## src/rtl/ppba_pkg.sv

```systemverilog
`default_nettype none
// ----------------------------------------------------------------------------
// ppba_pkg: shared types and constants of the power budget allocator
// Record and queue entry layouts, fixed field widths, back end states.
// ----------------------------------------------------------------------------
package ppba_pkg;

  localparam int unsigned PortCountDefault = 8;
  localparam int unsigned PortIdW   = 3;
  localparam int unsigned PowerW    = 8;
  localparam int unsigned SumW      = 11;
  localparam int unsigned QueueDepth = 4;
  localparam int unsigned QuotW     = 8;
  localparam logic [PowerW-1:0] MaxPowerReset = 8'd100;

  typedef struct packed {
    logic [PortIdW-1:0] port_id;
    logic [PowerW-1:0]  requested;
    logic [PowerW-1:0]  minimum;
    logic               attached;
    logic [PowerW-1:0]  previous;
  } rec_t;

  // One alive port, classified and ready for the budget computation
  typedef struct packed {
    rec_t              rec;
    logic              last;
    logic              over;
    logic [PowerW-1:0] remain;
    logic [SumW-1:0]   req_sum;
  } job_t;

  typedef enum logic [1:0] {
    BK_IDLE,
    BK_DIV,
    BK_FIN
  } bk_state_e;

endpackage
`default_nettype wire

```

## src/rtl/ppba_front.sv

```systemverilog
`default_nettype none
// ----------------------------------------------------------------------------
// ppba_front: record collection and classification
// Store port records, sum attached requests and minimums, then walk the
// stored records and push one classified job per alive port.
// ----------------------------------------------------------------------------
module ppba_front #(
  parameter int unsigned PORT_COUNT = ppba_pkg::PortCountDefault
) (
  input  wire logic                          clk_i,
  input  wire logic                          rst_ni,
  input  wire logic                          start_i,
  output logic                               busy_o,
  input  wire logic [ppba_pkg::PortIdW-1:0]  port_id_i,
  input  wire logic [ppba_pkg::PowerW-1:0]   requested_power_i,
  input  wire logic [ppba_pkg::PowerW-1:0]   minimum_cap_i,
  input  wire logic                          attached_i,
  input  wire logic                          alive_i,
  input  wire logic [ppba_pkg::PowerW-1:0]   previous_budget_i,
  input  wire logic                          final_port_i,
  input  wire logic [ppba_pkg::PowerW-1:0]   device_limit_i,
  output logic                               push_o,
  output ppba_pkg::job_t                     job_o,
  input  wire logic                          full_i
);

  localparam int unsigned CntW = $clog2(PORT_COUNT + 1);
  localparam int unsigned IdxW = (PORT_COUNT > 1) ? $clog2(PORT_COUNT) : 1;

  ppba_pkg::rec_t rec_q [PORT_COUNT];

  logic [CntW-1:0]               count_q, count_d;
  logic [CntW-1:0]               walk_idx_q, walk_idx_d;
  logic                          walk_q, walk_d;
  logic [PORT_COUNT-1:0]         alive_q, alive_d;
  logic [ppba_pkg::SumW-1:0]     req_sum_q, req_sum_d;
  logic [ppba_pkg::SumW-1:0]     min_sum_q, min_sum_d;

  logic            accept;
  logic            room;
  logic            store;
  logic [IdxW-1:0] wr_idx;
  logic [IdxW-1:0] rd_idx;
  logic            adv;
  logic            walk_done;
  logic            last_alive;
  logic [ppba_pkg::SumW-1:0] max_ext;

  assign accept = start_i && !walk_q;
  assign room   = (count_q < CntW'(PORT_COUNT));
  assign store  = accept && room;
  assign wr_idx = count_q[IdxW-1:0];
  assign rd_idx = walk_idx_q[IdxW-1:0];
  assign busy_o = walk_q;
  assign max_ext = {3'b000, device_limit_i};

  // Dead records are skipped; alive ones wait for space in the queue
  assign adv       = walk_q && (!alive_q[rd_idx] || !full_i);
  assign walk_done = adv && (walk_idx_q == count_q - 1'b1);
  assign push_o    = walk_q && alive_q[rd_idx] && !full_i;

  always_comb begin
    last_alive = 1'b1;
    for (int j = 0; j < PORT_COUNT; j++) begin
      if ((CntW'(j) > walk_idx_q) && alive_q[j]) begin
        last_alive = 1'b0;
      end
    end
  end

  always_comb begin
    job_o.rec     = rec_q[rd_idx];
    job_o.last    = last_alive;
    job_o.over    = (req_sum_q > max_ext);
    job_o.req_sum = req_sum_q;
    job_o.remain  = (min_sum_q < max_ext)
                    ? (device_limit_i - min_sum_q[ppba_pkg::PowerW-1:0]) : '0;
  end

  always_comb begin
    count_d    = count_q;
    walk_idx_d = walk_idx_q;
    walk_d     = walk_q;
    alive_d    = alive_q;
    req_sum_d  = req_sum_q;
    min_sum_d  = min_sum_q;
    if (store) begin
      count_d         = count_q + 1'b1;
      alive_d[wr_idx] = alive_i;
      if (attached_i) begin
        req_sum_d = req_sum_q + {3'b000, requested_power_i};
        min_sum_d = min_sum_q + {3'b000, minimum_cap_i};
      end
    end
    if (accept && final_port_i) begin
      walk_d     = 1'b1;
      walk_idx_d = '0;
    end
    if (adv) begin
      walk_idx_d = walk_idx_q + 1'b1;
    end
    if (walk_done) begin
      walk_d    = 1'b0;
      count_d   = '0;
      alive_d   = '0;
      req_sum_d = '0;
      min_sum_d = '0;
    end
  end

  always_ff @(posedge clk_i or negedge rst_ni) begin
    if (!rst_ni) begin
      count_q    <= '0;
      walk_idx_q <= '0;
      walk_q     <= 1'b0;
      alive_q    <= '0;
      req_sum_q  <= '0;
      min_sum_q  <= '0;
    end else begin
      count_q    <= count_d;
      walk_idx_q <= walk_idx_d;
      walk_q     <= walk_d;
      alive_q    <= alive_d;
      req_sum_q  <= req_sum_d;
      min_sum_q  <= min_sum_d;
    end
  end

  always_ff @(posedge clk_i) begin
    if (store) begin
      rec_q[wr_idx] <= '{port_id:   port_id_i,
                         requested: requested_power_i,
                         minimum:   minimum_cap_i,
                         attached:  attached_i,
                         previous:  previous_budget_i};
    end
  end

endmodule
`default_nettype wire

```

## src/rtl/ppba_queue.sv

```systemverilog
`default_nettype none
// ----------------------------------------------------------------------------
// ppba_queue: job queue between front and back end
// Small first-in first-out buffer of classified jobs.
// ----------------------------------------------------------------------------
module ppba_queue (
  input  wire logic           clk_i,
  input  wire logic           rst_ni,
  input  wire logic           push_i,
  input  ppba_pkg::job_t      job_i,
  output logic                full_o,
  input  wire logic           pop_i,
  output logic                empty_o,
  output ppba_pkg::job_t      head_o
);

  localparam int unsigned PtrW = $clog2(ppba_pkg::QueueDepth);
  localparam int unsigned FillW = $clog2(ppba_pkg::QueueDepth + 1);

  ppba_pkg::job_t    mem_q [ppba_pkg::QueueDepth];
  logic [PtrW-1:0]   wr_ptr_q, rd_ptr_q;
  logic [FillW-1:0]  fill_q;

  assign full_o  = (fill_q == FillW'(ppba_pkg::QueueDepth));
  assign empty_o = (fill_q == '0);
  assign head_o  = mem_q[rd_ptr_q];

  always_ff @(posedge clk_i or negedge rst_ni) begin
    if (!rst_ni) begin
      wr_ptr_q <= '0;
      rd_ptr_q <= '0;
      fill_q   <= '0;
    end else begin
      if (push_i) begin
        wr_ptr_q <= wr_ptr_q + 1'b1;
      end
      if (pop_i) begin
        rd_ptr_q <= rd_ptr_q + 1'b1;
      end
      if (push_i && !pop_i) begin
        fill_q <= fill_q + 1'b1;
      end else if (pop_i && !push_i) begin
        fill_q <= fill_q - 1'b1;
      end
    end
  end

  always_ff @(posedge clk_i) begin
    if (push_i) begin
      mem_q[wr_ptr_q] <= job_i;
    end
  end

endmodule
`default_nettype wire

```

## src/rtl/ppba_back.sv

```systemverilog
`default_nettype none
// ----------------------------------------------------------------------------
// ppba_back: budget computation and result output
// Pop one job; for an attached port over budget, form the proportional share with
// a serial divider and cap it at the request. Drive one result strobe per job.
// ----------------------------------------------------------------------------
module ppba_back (
  input  wire logic                          clk_i,
  input  wire logic                          rst_ni,
  input  wire logic                          empty_i,
  input  ppba_pkg::job_t                     head_i,
  output logic                               pop_o,
  output logic                               result_valid_o,
  output logic [ppba_pkg::PortIdW-1:0]       out_port_id_o,
  output logic [ppba_pkg::PowerW-1:0]        new_budget_o,
  output logic                               changed_o,
  output logic                               last_result_o
);

  localparam int unsigned ProdW = 2 * ppba_pkg::PowerW;
  localparam int unsigned CntW  = $clog2(ppba_pkg::QuotW);

  ppba_pkg::bk_state_e        state_q, state_d;
  ppba_pkg::job_t             job_q, job_d;
  logic [ppba_pkg::SumW-1:0]  rem_q, rem_d;
  logic [ppba_pkg::QuotW-1:0] quo_q, quo_d;
  logic [CntW-1:0]            cnt_q, cnt_d;

  logic                       valid_d;
  logic [ppba_pkg::PortIdW-1:0] id_d;
  logic [ppba_pkg::PowerW-1:0]  budget_d;
  logic                       changed_d;
  logic                       last_d;
  logic                       valid_q;
  logic [ppba_pkg::PortIdW-1:0] id_q;
  logic [ppba_pkg::PowerW-1:0]  budget_q;
  logic                       changed_q;
  logic                       last_q;

  logic [ProdW-1:0]           prod;
  logic [ppba_pkg::SumW:0]    trial;
  logic                       ge;
  logic [ppba_pkg::PowerW:0]  share_sum;

  assign prod  = head_i.rec.requested * head_i.remain;
  assign trial = {rem_q, quo_q[ppba_pkg::QuotW-1]};
  assign ge    = (trial >= {1'b0, job_q.req_sum});
  assign share_sum = {1'b0, job_q.rec.minimum} + {1'b0, quo_q};

  always_comb begin
    state_d   = state_q;
    job_d     = job_q;
    rem_d     = rem_q;
    quo_d     = quo_q;
    cnt_d     = cnt_q;
    pop_o     = 1'b0;
    valid_d   = 1'b0;
    id_d      = id_q;
    budget_d  = budget_q;
    changed_d = changed_q;
    last_d    = last_q;
    unique case (state_q)
      ppba_pkg::BK_IDLE: begin
        if (!empty_i) begin
          pop_o = 1'b1;
          job_d = head_i;
          if (head_i.over && head_i.rec.attached) begin
            // Quotient fits in eight bits, so the upper byte starts below the divisor
            rem_d   = {3'b000, prod[ProdW-1:ppba_pkg::QuotW]};
            quo_d   = prod[ppba_pkg::QuotW-1:0];
            cnt_d   = '0;
            state_d = ppba_pkg::BK_DIV;
          end else begin
            valid_d   = 1'b1;
            id_d      = head_i.rec.port_id;
            budget_d  = head_i.over ? head_i.rec.minimum : head_i.rec.requested;
            changed_d = (budget_d != head_i.rec.previous);
            last_d    = head_i.last;
          end
        end
      end
      ppba_pkg::BK_DIV: begin
        rem_d = ge ? (trial[ppba_pkg::SumW-1:0] - job_q.req_sum) : trial[ppba_pkg::SumW-1:0];
        quo_d = {quo_q[ppba_pkg::QuotW-2:0], ge};
        cnt_d = cnt_q + 1'b1;
        if (cnt_q == CntW'(ppba_pkg::QuotW - 1)) begin
          state_d = ppba_pkg::BK_FIN;
        end
      end
      ppba_pkg::BK_FIN: begin
        valid_d   = 1'b1;
        id_d      = job_q.rec.port_id;
        budget_d  = (share_sum < {1'b0, job_q.rec.requested})
                    ? share_sum[ppba_pkg::PowerW-1:0] : job_q.rec.requested;
        changed_d = (budget_d != job_q.rec.previous);
        last_d    = job_q.last;
        state_d   = ppba_pkg::BK_IDLE;
      end
      default: state_d = ppba_pkg::BK_IDLE;
    endcase
  end

  always_ff @(posedge clk_i or negedge rst_ni) begin
    if (!rst_ni) begin
      state_q <= ppba_pkg::BK_IDLE;
      valid_q <= 1'b0;
    end else begin
      state_q <= state_d;
      valid_q <= valid_d;
    end
  end

  always_ff @(posedge clk_i) begin
    job_q     <= job_d;
    rem_q     <= rem_d;
    quo_q     <= quo_d;
    cnt_q     <= cnt_d;
    id_q      <= id_d;
    budget_q  <= budget_d;
    changed_q <= changed_d;
    last_q    <= last_d;
  end

  assign result_valid_o = valid_q;
  assign out_port_id_o  = id_q;
  assign new_budget_o   = budget_q;
  assign changed_o      = changed_q;
  assign last_result_o  = last_q;

endmodule
`default_nettype wire

```

## src/rtl/proportional_power_budget_allocator.sv

```systemverilog
`default_nettype none
// ----------------------------------------------------------------------------
// proportional_power_budget_allocator: per-port power budgets
// Collects one record per port, then hands out a budget for each alive port
// in arrival order, proportional to the requests when the device is over
// budget; an attached port gets its minimum plus a share, up to its request.
// ----------------------------------------------------------------------------
// Drive one port record per start transaction while busy is low; the record
// with final_port_i set closes the set. After the final record, busy stays
// high while the stored records are walked and the alive ones are queued,
// and it stays high longer while the four-entry job queue is full. Results
// follow, one per alive port, each as a single-cycle pulse on result_valid_o
// that cannot be held off: the receiver must take every result in the cycle
// it appears. A result for a port that is within budget, or detached, is
// registered straight from the queue head; an attached port in the
// over-budget case first passes the eight-step serial divider that forms
// request * remainder / request sum. The next set of records may be sent as
// soon as busy drops, while results of the previous set still drain. Write
// the device power limit through the cfg channel only while no set is in
// flight; it is always ready.
// ----------------------------------------------------------------------------
module proportional_power_budget_allocator #(
  parameter int unsigned PORT_COUNT = ppba_pkg::PortCountDefault
) (
  input  wire logic                          clk_i,
  input  wire logic                          rst_ni,
  // Record input
  input  wire logic                          start,
  output logic                               busy,
  input  wire logic [ppba_pkg::PortIdW-1:0]  port_id_i,
  input  wire logic [ppba_pkg::PowerW-1:0]   requested_power_i,
  input  wire logic [ppba_pkg::PowerW-1:0]   minimum_cap_i,
  input  wire logic                          attached_i,
  input  wire logic                          alive_i,
  input  wire logic [ppba_pkg::PowerW-1:0]   previous_budget_i,
  input  wire logic                          final_port_i,
  // Configuration write
  input  wire logic                          cfg_valid_i,
  output logic                               cfg_ready_o,
  input  wire logic [ppba_pkg::PowerW-1:0]   cfg_data_i,
  // Results
  output logic                               result_valid_o,
  output logic [ppba_pkg::PortIdW-1:0]       out_port_id_o,
  output logic [ppba_pkg::PowerW-1:0]        new_budget_o,
  output logic                               changed_o,
  output logic                               last_result_o
);

  logic [ppba_pkg::PowerW-1:0] device_limit_q;

  logic           q_push;
  logic           q_full;
  logic           q_pop;
  logic           q_empty;
  ppba_pkg::job_t q_job;
  ppba_pkg::job_t q_head;

  // Budget register: always ready; the user must write it only between sets, the block does not enforce it
  assign cfg_ready_o = 1'b1;

  always_ff @(posedge clk_i or negedge rst_ni) begin
    if (!rst_ni) begin
      device_limit_q <= ppba_pkg::MaxPowerReset;
    end else if (cfg_valid_i && cfg_ready_o) begin
      device_limit_q <= cfg_data_i;
    end
  end

  // Front end: store, sum, classify
  ppba_front #(
    .PORT_COUNT (PORT_COUNT)
  ) u_front (
    .clk_i             (clk_i),
    .rst_ni            (rst_ni),
    .start_i           (start),
    .busy_o            (busy),
    .port_id_i         (port_id_i),
    .requested_power_i (requested_power_i),
    .minimum_cap_i     (minimum_cap_i),
    .attached_i        (attached_i),
    .alive_i           (alive_i),
    .previous_budget_i (previous_budget_i),
    .final_port_i      (final_port_i),
    .device_limit_i    (device_limit_q),
    .push_o            (q_push),
    .job_o             (q_job),
    .full_i            (q_full)
  );

  // Decouple the walk from the divider
  ppba_queue u_queue (
    .clk_i   (clk_i),
    .rst_ni  (rst_ni),
    .push_i  (q_push),
    .job_i   (q_job),
    .full_o  (q_full),
    .pop_i   (q_pop),
    .empty_o (q_empty),
    .head_o  (q_head)
  );

  // Back end: compute budget and emit
  ppba_back u_back (
    .clk_i          (clk_i),
    .rst_ni         (rst_ni),
    .empty_i        (q_empty),
    .head_i         (q_head),
    .pop_o          (q_pop),
    .result_valid_o (result_valid_o),
    .out_port_id_o  (out_port_id_o),
    .new_budget_o   (new_budget_o),
    .changed_o      (changed_o),
    .last_result_o  (last_result_o)
  );

`ifndef SYNTHESIS
  a_no_overflow: assert property (@(posedge clk_i) disable iff (!rst_ni)
    q_push |-> !q_full)
    else $error("job pushed into a full queue");

  a_no_underflow: assert property (@(posedge clk_i) disable iff (!rst_ni)
    q_pop |-> !q_empty)
    else $error("job popped from an empty queue");

  a_busy_cause: assert property (@(posedge clk_i) disable iff (!rst_ni)
    $rose(busy) |-> $past(start && final_port_i))
    else $error("walk started without a final record");
`endif

endmodule
`default_nettype wire

```

## config.mk

```make
export PLATFORM = sky130hd
export DESIGN_NAME = proportional_power_budget_allocator
export DESIGN_NICKNAME = d
export VERILOG_FILES = /design/src/rtl/ppba_pkg.sv /design/src/rtl/ppba_front.sv /design/src/rtl/ppba_queue.sv /design/src/rtl/ppba_back.sv /design/src/rtl/proportional_power_budget_allocator.sv
export SDC_FILE = /design/constraint.sdc
export NUM_CORES = 1
export LEC_CHECK = 0
export BUFFER_PORTS_ARGS = -buffer_cell sky130_fd_sc_hd__buf_4
export CAP_MARGIN = 20
export CORE_MARGIN = 3
export CORE_UTILIZATION = 35
export DETAILED_ROUTE_END_ITERATION = 8
export GPL_ROUTABILITY_DRIVEN = 0
export MAX_ROUTING_LAYER = met4
export PLACE_DENSITY = 0.6
export SLEW_MARGIN = 20
export SYNTH_ARGS = -nofsm -noshare
export SYNTH_HDL_FRONTEND = slang
export SYNTH_SLANG_ARGS = --single-unit
```

## constraint.sdc

```tcl
create_clock -name clk_i -period 16.46 [get_ports clk_i]
set_input_delay 0.823 -clock clk_i [delete_from_list [all_inputs] [get_ports clk_i]]
set_output_delay 0.823 -clock clk_i [all_outputs]
set_load 0.01 [all_outputs]
```

-- After elaboration in Yosys (flattened, before gate mapping)
Memory sizes are Yosys's and may differ from the RTL's.
Index checks and enable logic that the tools add are counted.
- flip-flop bits (word level): 131
- latch bits: 0
- RAM bits: 420
- memory bits (read-only): 0
- input port bits: 42
- output and inout port bits: 16
- logic and storage cells: 175
- memories kept: 2
- add/sub/neg operators: 13
- multipliers: 1
- div/mod/pow operators: 0
- $lt $le $gt $ge: 16
- equality and inequality tests: 11
- shifts and indexed selects: 0
- mux-type cells: 67
- bitwise logic cells: 1
- reduce and logical (&&, ||, !) cells: 39
- memory list (memory ; depth ; width ; rd ports ; clocked after Yosys merged registers in ; wr ports ; RTL line ; text):
    u_front.rec_q ; 8 ; 28 ; 1 ; 0 ; 1 ; ppba_front.sv:30 ; ppba_pkg::rec_t rec_q [PORT_COUNT];
    u_queue.mem_q ; 4 ; 49 ; 1 ; 0 ; 1 ; ppba_queue.sv:20 ; ppba_pkg::job_t mem_q [ppba_pkg::QueueDepth];
- operators by type and width (cell ; count):
    2-to-1 mux 11 bit ; 9
    2-to-1 mux 8 bit ; 9
    case mux 8 bit (2 select lines) ; 2
    2-to-1 mux 1 bit ; 24
    adder 11 x 8 -> 11 bit ; 2
    case mux 11 bit (2 select lines) ; 1
    logical AND 1 bit ; 19
    2-to-1 mux 3 bit ; 6
    > comparator 3 x 4 -> 1 bit, first input constant ; 4
    multiplier 8 x 8 -> 16 bit ; 1
    2-to-1 mux 4 bit ; 4
    inequality test 8 bit ; 2
    nonzero test 2 bit ; 7
    >= comparator 12 x 11 -> 1 bit ; 1
    case mux 3 bit (2 select lines) ; 2
    > comparator 11 x 8 -> 1 bit ; 1
    < comparator 11 x 8 -> 1 bit ; 1
    subtractor 11 bit ; 1
    adder 8 x 8 -> 9 bit ; 1
    < comparator 9 x 8 -> 1 bit ; 1
    AND reduction 3 bit ; 3
    adder 4 x 1 -> 4 bit, second input constant ; 2
    bitwise mux 8 bit ; 1
    > comparator 1 x 4 -> 1 bit, first input constant ; 2
    26 further kinds ; 42

-- Depth between registers and ports, before layout
- depth in word-level cells: 10
- mapped depth: 22
- depth with buffers taken out: 18

-- Cells and area by module
From an unflattened synthesis, not the netlist that was laid out.
- cell total of the unflattened synthesis: 1663
- area, all modules: 26231.4 µm²
- by module, submodules not included (module ; instances ; cells each ; area an instance (µm²) ; sequential area each (µm²)):
    ppba_front ; 1 ; 760 ; 12012.8 ; 7702.4
    ppba_queue ; 1 ; 291 ; 7523.5 ; 6060.8
    ppba_back ; 1 ; 593 ; 6348.6 ; 2297.2
    proportional_power_budget_allocator ; 1 ; 19 ; 346.6 ; 203.9

-- Worst setup path after synthesis
OpenSTA, ideal clock, no wires.
- path type: register -> register
- start: register u_queue.rd_ptr_q[0]
- end: register u_back.rem_q[6] (netlist name) (data pin)
- library setup time: 0.266 ns
- arrival: 5.255 ns
- required time: 16.194 ns
- path slack: 10.939 ns
- stages on the path, launching flop included: 21
- path buffers: 4
- clock period less this slack: 5.521 ns
- path through: dfrtp_1 buf_2 buf_6 buf_4 buf_2 mux4_2 and2_1 fa_1 fa_1 fa_1 inv_1 fa_1 inv_1 ha_1 nor3_1 o21a_1 nor3_1 a41o_1 o211ai_1 xor2_1 mux2i_1
- longest elaborated chain between the ends: 5
- ends and longest elaborated chain (item ; RTL line ; text):
    start, declared ; ppba_queue.sv:21 ; logic [PtrW-1:0] wr_ptr_q, rd_ptr_q;
    start signal, assigned ; ppba_queue.sv:38 ; rd_ptr_q <= rd_ptr_q + 1'b1;
    memory read (4 x 49 bit) ; n/a ;
    multiplier 8 x 8 -> 16 bit ; ppba_back.sv:45 ; assign prod = head_i.rec.requested * head_i.remain;
    2-to-1 mux 11 bit ; ppba_back.sv:67 ; if (head_i.over && head_i.rec.attached) begin
    2-to-1 mux 11 bit ; ppba_back.sv:64 ; if (!empty_i) begin
    case mux 11 bit (2 select lines) ; ppba_back.sv:62 ; unique case (state_q)
    net u_back.rem_d (one bit) ; ppba_back.sv:25 ; logic [ppba_pkg::SumW-1:0] rem_q, rem_d;
    end signal, assigned ; ppba_back.sv:115 ; rem_q <= rem_d;
    end, declared ; ppba_back.sv:25 ;
The timed path passes the listed nets, and every way through them passes these cells. The select of a mux whose other input is x is not followed.
A chain may end at the register's enable or synchronous reset.

==> flow_metrics.tcl <==
set metrics [dict create \
    drtAntennaViolNets 0 \
    fin_skew_ns 0.0429 \
    cp-start-kind "flip-flop" \
    clock.fmax_ghz 0.176 \
    cp_slowest_cell "mux4_2" \
    drc 0 \
    ys_ff_latch 551 \
    std_cell_rows 98 \
    rsz0062_at_grt "false" \
    worst_r2r_endpoint "u_back.rem_q[7]" \
    grt_pass1_vias 14391 \
    critical_path_arrival_ns 6.01 \
    fp.dieW_um 276 \
    critPathRequiredTime_ns 16.80 \
    cts_resized 0 \
    synthArstFlopShare 0.103 \
    ys_seq_area_frac 0.636 \
    layout-drive-gt1-share 0.167 \
    io_buffers 56 \
    grtUsageTotal 0.148 \
    cts_max_level 2 \
    cpMostUsedCell "fa_1" \
    die_area_mm2 0.0764 \
    ctsHoldBuffers 0 \
    syn_area_mm2 0.0256 \
    syn2layout_area_growth_pct 13.0 \
    nets 1935 \
    wl_per_cell_um 19.9 \
    grt_pass1_wl_um 85700 \
    clk_pin_slew_worst_paths_ns 0.06 \
    synth_area_per_cell_um2 15.5 \
    layout_min_cycle_time_ns 5.67 \
    end_kind "flip-flop" \
    layout_common_cells "edfxtp_1 (494), nand2_1 (167), inv_1 (113)" \
    status "complete, no violations" \
    drv_slew 0 \
    reg2reg_from "u_queue.rd_ptr_q[0]" \
    cpPeakStageDelay_ns 0.68 \
    worstPathCellList "buf_16 > mux4_2 > nand2_1 > fa_1 > fa_1 > inv_1 > fa_1 > inv_1 > fa_1 > inv_1 > ha_1 > a21boi_0 > o211ai_1 > a31oi_1 > xnor2_1 > nor2_1 > a21oi_1" \
    hold_violations 0 \
    cts_sinks 551 \
    report.final.setup_viol 0 \
    antennaDiodeCount 0 \
    nFillCells 6497 \
    core_mm2 0.0720 \
    start_util 0.356 \
    dp_hpwl_um 36100 \
    setup_tns_ns 0 \
    hold_class "in2async" \
    slew_headroom 0.390 \
    synth.net_count 1851 \
    drtPass1Iterations 5 \
    clock_latency_ns 0.63 \
    yosysWarnings 0 \
    fin_crit_sh 0.344 \
    synth-main-ff-cell "edfxtp_1" \
    netlist-cell-type-count 61 \
    via_per_inst 4.99 \
    setup_slack_ns 10.79 \
    root_buffer "clkbuf_16" \
    cts_buffers 56 \
    r2r_setup_slack_ns 10.79 \
    worst_slew_pin_slew_ns 0.914 \
    max-cap-violations 0 \
    antenna_found_initial 1 \
    cts_setup_buffers 0 \
    reg2reg_depth 17 \
    die_y_um 276 \
    drt_iter0_drc 885 \
    path_class "reg2reg" \
    syn_inst 1655 \
    io_pins 58 \
    synth-edff-count 494 \
    pre_cts_slack_ns 10.52 \
    num_vias 13657 \
    grt_max_degree 65 \
    layout_commonest_cell "edfxtp_1" \
    wl_um 54400 \
    cp_max_fo 35 \
    cts_buffer_depth 3 \
    cts_tree "built" \
    grt-ovfl-total 0 \
]
worst max-delay path by stage:
stage / to / start / cells past startpoint
after global routing: u_back.rem_q[7] / u_queue.rd_ptr_q[0] / 17
after floorplan: u_back.rem_q[6] / u_queue.rd_ptr_q[0] / 20
final: u_back.rem_q[7] / u_queue.rd_ptr_q[0] / 17
after CTS: u_back.rem_q[7] / u_queue.rd_ptr_q[0] / 16
after global placement: u_back.rem_q[6] / u_queue.rd_ptr_q[0] / 16
after detailed placement: u_back.rem_q[7] / u_queue.rd_ptr_q[0] / 16
sequential cells by signal (all words and copies together) (netlist names), 8 cells and up:
| register | flops |
|---|---|
| u_front.alive_q | 8 |
| u_front.req_sum_q | 11 |
| u_queue.mem_q | 196 |
| u_back.rem_q | 11 |
| u_front.rec_q | 224 |
| u_back.job_q | 39 |
| u_front.min_sum_q | 11 |
| u_back.new_budget_o | 8 |
| u_back.quo_q | 8 |
| device_limit_q | 8 |
cell families after synthesis:
family / after synthesis / share of synthesized area
compound gates: 180 / 0.0433
xor+xnor: 72 / 0.0246
fa+ha+maj: 154 / 0.0876
buf+inv: 168 / 0.0274
flops: 551 / 0.636
mux: 153 / 0.113
other cells: 1 / 0.000147
simple gates: 376 / 0.0688
layout make-up:
type	count	area, µm²	share of cell area
clock buffer	71	1460	0.0504
clock inverter	35	292	0.0101
inverter	113	424	0.0147
multi-input combinational	936	8660	0.299
sequential	551	16300	0.563
tap	950	1190	0.0411
timing repair buffer	81	632	0.0218
layer usage:
layer | part of all wire | track usage | wire [µm]
met5 | 0 | - | 0
met4 | 0.022 | 0.0386 | 1180
met3 | 0.041 | 0.0244 | 2230
met2 | 0.50 | 0.249 | 27500
met1 | 0.43 | 0.186 | 23500
cells in the mapped netlist, drive strengths merged, types with 4 or more instances:
master,instances,area [µm²]
a21o,16,120
a21oi,49,245
a31oi,7,43.8
and2,54,338
and3,6,37.5
buf,27,173
clkbuf,28,105
dfrtp,54,1350
edfxtp,494,14800
fa,42,841
ha,112,1400
inv,113,424
mux2,7,78.8
mux2i,39,390
mux4,107,2410
nand2,168,638
nand2b,7,43.8
nand3,21,110
nand4,6,37.5
nor2,64,240
nor2b,13,81.3
nor3,16,80.1
o211ai,4,30.0
o21a,11,82.6
o21ai,49,245
o21bai,4,30.0
o22ai,14,87.6
o31ai,6,45.0
o41ai,4,42.6
or3,10,62.6
xnor2,45,394
xor2,27,236
per-stage QoR:
stage,hold slack (ns),std cells,util,area [µm²]
3_5_place_dp,0.544,2630,0.377,27100
6_report,0.303,2737,0.402,28900
4_1_cts,0.291,2736,0.401,28900
3_3_place_gp,0.537,2630,0.377,27100
2_1_floorplan,0.481,1655,-,25600
5_1_grt,0.337,2737,0.402,28900
worst max-delay path: cells and delay by family (launching register included):
kind	cells	cell delay, ns
buffers and inverters	4	0.45
AO/OA/AOI/OAI	4	0.86
flip-flops	1	0.65
AND/OR/NAND/NOR	2	0.24
multiplexers	1	0.68
adder cells (fa/ha/maj)	5	2.38
XOR/XNOR	1	0.09
Power is left out: the tool's default activity adds up to more than one toggle a clock period on the data nets, which glitch-free logic cannot reach.
